## src/hdl/mish_pkg.sv

```systemverilog
`timescale 1ns / 1ps
// ----------------------------------------------------------------------------
// mish_pkg
// Shared types and constants of the Q5.10 mish activation pipeline.
// ----------------------------------------------------------------------------
package mish_pkg;

  localparam int unsigned TERMS   = 24;   // series terms of e^-y
  localparam int unsigned SQUARES = 4;    // squarings that take e^-y to e^-16y
  localparam int unsigned QBITS   = 15;   // quotient bits, magnitude <= 16384
  localparam int unsigned NUM_W   = 33;
  localparam int unsigned DEN_W   = 34;
  localparam int unsigned DIV_W   = 49;

  localparam logic signed [15:0] LIMIT_POS = 16'sd16384;
  localparam logic signed [15:0] LIMIT_NEG = -16'sd16384;
  localparam logic [31:0] Q31_ONE  = 32'h8000_0000;
  localparam logic [63:0] Q31_HALF = 64'h0000_0000_4000_0000;

  // floor(2^32 / n), n = 1 .. TERMS
  localparam logic [32:0] RECIP [TERMS] = '{
    33'(64'h1_0000_0000 / 1),  33'(64'h1_0000_0000 / 2),
    33'(64'h1_0000_0000 / 3),  33'(64'h1_0000_0000 / 4),
    33'(64'h1_0000_0000 / 5),  33'(64'h1_0000_0000 / 6),
    33'(64'h1_0000_0000 / 7),  33'(64'h1_0000_0000 / 8),
    33'(64'h1_0000_0000 / 9),  33'(64'h1_0000_0000 / 10),
    33'(64'h1_0000_0000 / 11), 33'(64'h1_0000_0000 / 12),
    33'(64'h1_0000_0000 / 13), 33'(64'h1_0000_0000 / 14),
    33'(64'h1_0000_0000 / 15), 33'(64'h1_0000_0000 / 16),
    33'(64'h1_0000_0000 / 17), 33'(64'h1_0000_0000 / 18),
    33'(64'h1_0000_0000 / 19), 33'(64'h1_0000_0000 / 20),
    33'(64'h1_0000_0000 / 21), 33'(64'h1_0000_0000 / 22),
    33'(64'h1_0000_0000 / 23), 33'(64'h1_0000_0000 / 24)
  };

  typedef struct packed {
    logic [15:0] sample;   // raw input, two's complement
    logic [14:0] mag;      // |sample| when in range, else 0
  } meta_t;

  typedef struct packed {
    logic  valid;
    meta_t meta;
  } tag_t;

endpackage

```

## src/hdl/mish_div.sv

```systemverilog
`timescale 1ns / 1ps
// ----------------------------------------------------------------------------
// mish_div
// Restoring divider, one quotient bit per stage, fully pipelined.
// ----------------------------------------------------------------------------
module mish_div import mish_pkg::*; (
  input  logic             clk_i,
  input  logic             rst_ni,
  input  logic             en_i,
  input  tag_t             tag_i,
  input  logic [DIV_W-1:0] num_i,
  input  logic [DEN_W-1:0] den_i,
  output tag_t             tag_o,
  output logic [QBITS-1:0] quo_o
);

  logic [DIV_W-1:0] rem_w [QBITS+1];
  logic [DEN_W-1:0] den_w [QBITS+1];
  logic [QBITS-1:0] quo_w [QBITS+1];
  tag_t             tag_w [QBITS+1];

  assign rem_w[0] = num_i;
  assign den_w[0] = den_i;
  assign quo_w[0] = '0;
  assign tag_w[0] = tag_i;

  for (genvar k = 0; k < QBITS; k++) begin : g_bit
    localparam int unsigned B = QBITS - 1 - k;

    logic [DIV_W-1:0] trial;
    logic             ge;
    logic [QBITS-1:0] quo_d;
    logic [DIV_W-1:0] rem_q;
    logic [DEN_W-1:0] den_q;
    logic [QBITS-1:0] quo_q;
    tag_t             tag_q;

    assign trial = {{(DIV_W-DEN_W){1'b0}}, den_w[k]} << B;
    assign ge    = rem_w[k] >= trial;

    always_comb begin
      quo_d    = quo_w[k];
      quo_d[B] = ge;
    end

    always_ff @(posedge clk_i or negedge rst_ni) begin
      if (!rst_ni) begin
        tag_q <= '0;
      end else if (en_i) begin
        tag_q <= tag_w[k];
      end
    end

    always_ff @(posedge clk_i) begin
      if (en_i) begin
        rem_q <= ge ? rem_w[k] - trial : rem_w[k];
        den_q <= den_w[k];
        quo_q <= quo_d;
      end
    end

    assign rem_w[k+1] = rem_q;
    assign den_w[k+1] = den_q;
    assign quo_w[k+1] = quo_q;
    assign tag_w[k+1] = tag_q;
  end

  assign tag_o = tag_w[QBITS];
  assign quo_o = quo_w[QBITS];

endmodule

```

## config.mk

```make
export PLATFORM = sky130hd
export DESIGN_NAME = mish_div
export DESIGN_NICKNAME = d
export VERILOG_FILES = /design/src/hdl/mish_pkg.sv /design/src/hdl/mish_div.sv
export SDC_FILE = /design/constraint.sdc
export NUM_CORES = 2
export LEC_CHECK = 0
export BUFFER_PORTS_ARGS = -buffer_cell sky130_fd_sc_hd__buf_4
export CAP_MARGIN = 25
export CORE_AREA = 2 2 556 558
export DETAILED_ROUTE_END_ITERATION = 12
export DIE_AREA = 0 0 558 560
export PLACE_DENSITY = 0.53
export SETUP_SLACK_MARGIN = 0.5
export SLEW_MARGIN = 5
export SYNTH_ARGS = -nofsm -noshare
export SYNTH_HDL_FRONTEND = slang
export SYNTH_SLANG_ARGS = --single-unit
```

## constraint.sdc

```tcl
create_clock -name clk_i -period 3.84 [get_ports clk_i]
set_input_delay 0 -clock clk_i [delete_from_list [all_inputs] [get_ports clk_i]]
set_output_delay 0 -clock clk_i [all_outputs]
set_load 0.05 [all_outputs]
```

==> flow_metrics.py <==
metrics = {
    "pwr": {
        "switching_share": 0.350,
        "switching_power_mw": 30.3,
        "vdd_drop_max_uv": 393,
        "combPwrFrac": 0.412,
        "leakagePower_nw": 47.5,
        "powerDensity_nw_per_um2": 734,
        "internal_power_mw": 56.3,
        "clockPowerShare": 0.235,
        "seq_power_share": 0.353,
    },
    "global_routing": {
        "grt-ovfl-total": 0,
        "first_global_vias": 65700,
        "grt_max_degree": 130,
        "track_usage": 0.143,
        "grt_pass1_wl_um": 359000,
        "antenna_found_initial": 1,
    },
    "synth": {
        "synth_top_cell_by_area": "edfxtp_1",
        "synth_edf_count": 1282,
        "synth-warning-count": 0,
        "yosysSeqAreaShare": 0.551,
        "synth_flop_cell": "edfxtp_1",
        "synth_cell_types": 97,
        "async_flop_share": 0.272,
        "syn_inst": 7903,
        "syn-num-nets": 8545,
        "syn_avg_cell_area_um2": 11.6,
        "netlist_area_um2": 91600,
        "ys_top_cells_by_area": "edfxtp_1 (42%), dfrtp_1 (13%), mux2_2 (7.0%), ha_1 (7.0%), a21oi_1 (3.2%)",
        "ys_ff_latch": 1762,
        "yosysTopAreaCellShare": 0.420,
    },
    "placement": {
        "gp_congestion": 0.955,
        "io_buffers": 164,
        "dp_hpwl_um": 163000,
        "post-place-ws_ns": -0.329,
    },
    "floorplan": {
        "dieWidth_um": 558,
        "pin_count": 165,
        "die_area_um2": 312000,
        "start_util": 0.298,
        "rows": 204,
        "coreArea_um2": 307000,
        "fp.dieH_um": 560,
    },
    "timing": {
        "period_share": 0.923,
        "tightest_slew_ns": 0.977,
        "finalCriticalPeriod_ns": 3.54,
        "setup_violations": 0,
        "hold-worst-slack_ns": 0.126,
        "slew_headroom": 0.348,
        "setup_ws_ns": 0.297,
        "drv_slew": 0,
        "clock.fmax_mhz": 282,
        "finalClockSkew_ns": 0.0832,
        "hold_violations": 0,
        "rsz0062_at_grt": "true",
    },
    "worst_setup_path": {
        "critical_path_required_ns": 4.46,
        "worst_path_max_delay_cell": "edfxtp_1",
        "worst_setup_path_start_kind": "register",
        "worst-setup-path-type": "register to register",
        "critPathTopFamily": "compound AO/OA/AOI/OAI gates",
        "max_stage_delay_ns": 0.39,
        "worst-path-max-fanout": 6,
        "endpoint_kind": "register",
        "path_buf_inv": 5,
        "crit_chain": "inv_1, ha_2, inv_2, fa_2, a211oi_4, o21ai_2, a31oi_4, o31ai_4, o41ai_2, buf_4, o311ai_4, buf_6, a221oi_4, o21ai_2, buf_6, nor4_4, xor2_1",
        "arrival_ns": 4.16,
    },
    "route": {
        "dr.pass1.iters": 5,
        "wl_per_cell_um": 17.3,
        "wirelength_um": 231000,
        "ant_nets": 0,
        "vias_per_cell": 4.74,
        "drt_iter0_markers": 3212,
        "num_vias": 63200,
        "route.detailed.drc": 0,
    },
    "finish": {
        "final_common_cell": "edfxtp_1",
        "synthToLayoutAreaGrowth_pct": 28.7,
        "fillers": 29200,
        "final_layout_size_suffix_gt1_frac": 0.270,
        "layout_common_cells": "edfxtp_1 (1282), buf_4 (754), inv_1 (635)",
        "nets": 9662,
    },
    "clock_tree": {
        "clk_pin_slew_worst_paths_ns": 0.06,
        "cts_root_buf": "clkbuf_16",
        "cts_buffer_depth": 4,
        "cts_made_buffers": 209,
        "cts_tree": "yes",
        "insertion_delay_ns": 0.88,
        "cts_sinks": 1762,
        "htreeDepth": 4,
    },
    "job": {
        "max-cap-violations": 0,
    },
    "run_status": {
        "status": "complete, no violations",
    },
    "min_path": {
        "min_path_type": "input port to register",
    },
}
## worst reg2reg max path, stage by stage, from the launching register on
cell and delay [ns]:
edfxtp_1 0.39, inv_1 0.08, ha_2 0.17, inv_2 0.04, fa_2 0.37, a211oi_4 0.30, o21ai_2 0.14, a31oi_4 0.25
o31ai_4 0.11, o41ai_2 0.31, buf_4 0.19, o311ai_4 0.10, buf_6 0.16, a221oi_4 0.22, o21ai_2 0.08, buf_6 0.15
nor4_4 0.17, xor2_1 0.11
## state kept, by name (all words and copies together) (netlist names)
| signal | cells |
|---|---|
| g_bit.rem_q | 686 |
| g_bit.den_q | 476 |
| g_bit.tag_q | 448 |
| g_bit.quo_q | 105 |
| tag_o | 32 |
| quo_o | 15 |
## final cells by class
type | instances | area, um2 | area share
flip-flops and latches | 1762 | 50500 | 0.428
clock buffers | 249 | 5560 | 0.0471
diodes | 2 | 5.00 | 0.0000424
inverters | 658 | 2480 | 0.0211
multi-input cells | 5235 | 41800 | 0.354
well taps | 4120 | 5150 | 0.0437
clock inverters | 141 | 1530 | 0.0130
repair buffers | 1154 | 10900 | 0.0926
## path summary, 6_finish.rpt
check                                              from                         endpoint  slack (ns)  depth (start not counted)
hold / removal                                num_i[41]     g_bit[0].rem_q[41]$_DFFE_PP_        0.13                          4
hold reg to reg            g_bit[12].quo_q[3]$_DFFE_PP_     g_bit[13].quo_q[3]$_DFFE_PP_        0.34                          0
setup / recovery           g_bit[12].rem_q[1]$_DFFE_PP_    g_bit[13].rem_q[47]$_DFFE_PP_        0.30                         17
min in group asynchronous                        rst_ni   g_bit[13].tag_q[0]$_DFFE_PN0P_        0.42                          3
max in group asynchronous                        rst_ni  g_bit[13].tag_q[29]$_DFFE_PN0P_        2.14                          4
setup reg to reg           g_bit[12].rem_q[1]$_DFFE_PP_    g_bit[13].rem_q[47]$_DFFE_PP_        0.30                         17
## per-stage QoR
| stage | cells | TNS (ns) | utilization | total power, mW | cell area [um2] |
|---|---|---|---|---|---|
| floorplan | 7903 | 0 | - | 51.3 | 91600 |
| global placement | 12500 | -7.84 | 0.330 | 61.5 | 101000 |
| detailed placement | 12500 | -3.92 | 0.330 | 61.9 | 101000 |
| CTS | 13200 | 0 | 0.371 | 84.7 | 114000 |
| global route | 13300 | 0 | 0.384 | 92.4 | 118000 |
| finish | 13300 | 0 | 0.384 | 86.6 | 118000 |
## cells in the mapped netlist (43+ instances only)
master,n
nand4_1,105
nand2_1,563
inv_1,656
nor4_1,64
nand2b_1,64
clkbuf_1,198
a21oi_1,591
nor2b_1,64
dfrtp_1,480
or3_1,43
edfxtp_1,1282
o21a_1,57
ha_1,510
o21ai_0,504
nand3_1,92
a21o_1,254
xnor2_1,282
o21bai_1,68
nor2_1,434
a31oi_1,70
and3_1,65
xor2_1,225
mux2_2,568
nor3_1,101
## metal layers
layer	GRT usage	routed length, um	vias to the layer above
met5	0	0	-
met2	0.257	117000	1105
met4	0.0723	13800	0
met1	0.164	93800	30400
met3	0.0183	6560	547
li1	-	-	31100
## what timing repair did
item | 4_1_cts | 5_1_grt
buffers inserted | 84 | 117
resized for setup | 413 | 681
hold buffers | 233 | 0
endpoints found under the setup margin | 490 | 463
pin swaps | 130 | 243
hold endpoints to repair | 837 | 0
cloned | 17 | 13
## cells by family (layout without fill, tap and decap cells)
kind of cell,count (synthesis),in the layout,synth area share
AO/OA/AOI/OAI,1883,1883,0.127
XOR/XNOR,507,507,0.0485
adder cells (fa/ha/maj),524,524,0.0727
buffers and inverters,906,2202,0.0377
flip-flops,1762,1762,0.551
multiplexers,574,574,0.0705
other,0,2,0
AND/OR/NAND/NOR,1747,1747,0.0924
## power by group through the flow
stage | logic [mW] | clock network (mW) | registers [mW]
4_1_cts | 33.1 | 21.1 | 30.5
3_5_place_dp | 31.1 | 0 | 30.8
5_1_grt | 39.3 | 21.8 | 31.3
3_3_place_gp | 30.8 | 0 | 30.7
6_report | 35.7 | 20.3 | 30.6
2_1_floorplan | 21.3 | 0 | 30.0
No activity file was read; power rests on OpenSTA's default activity.
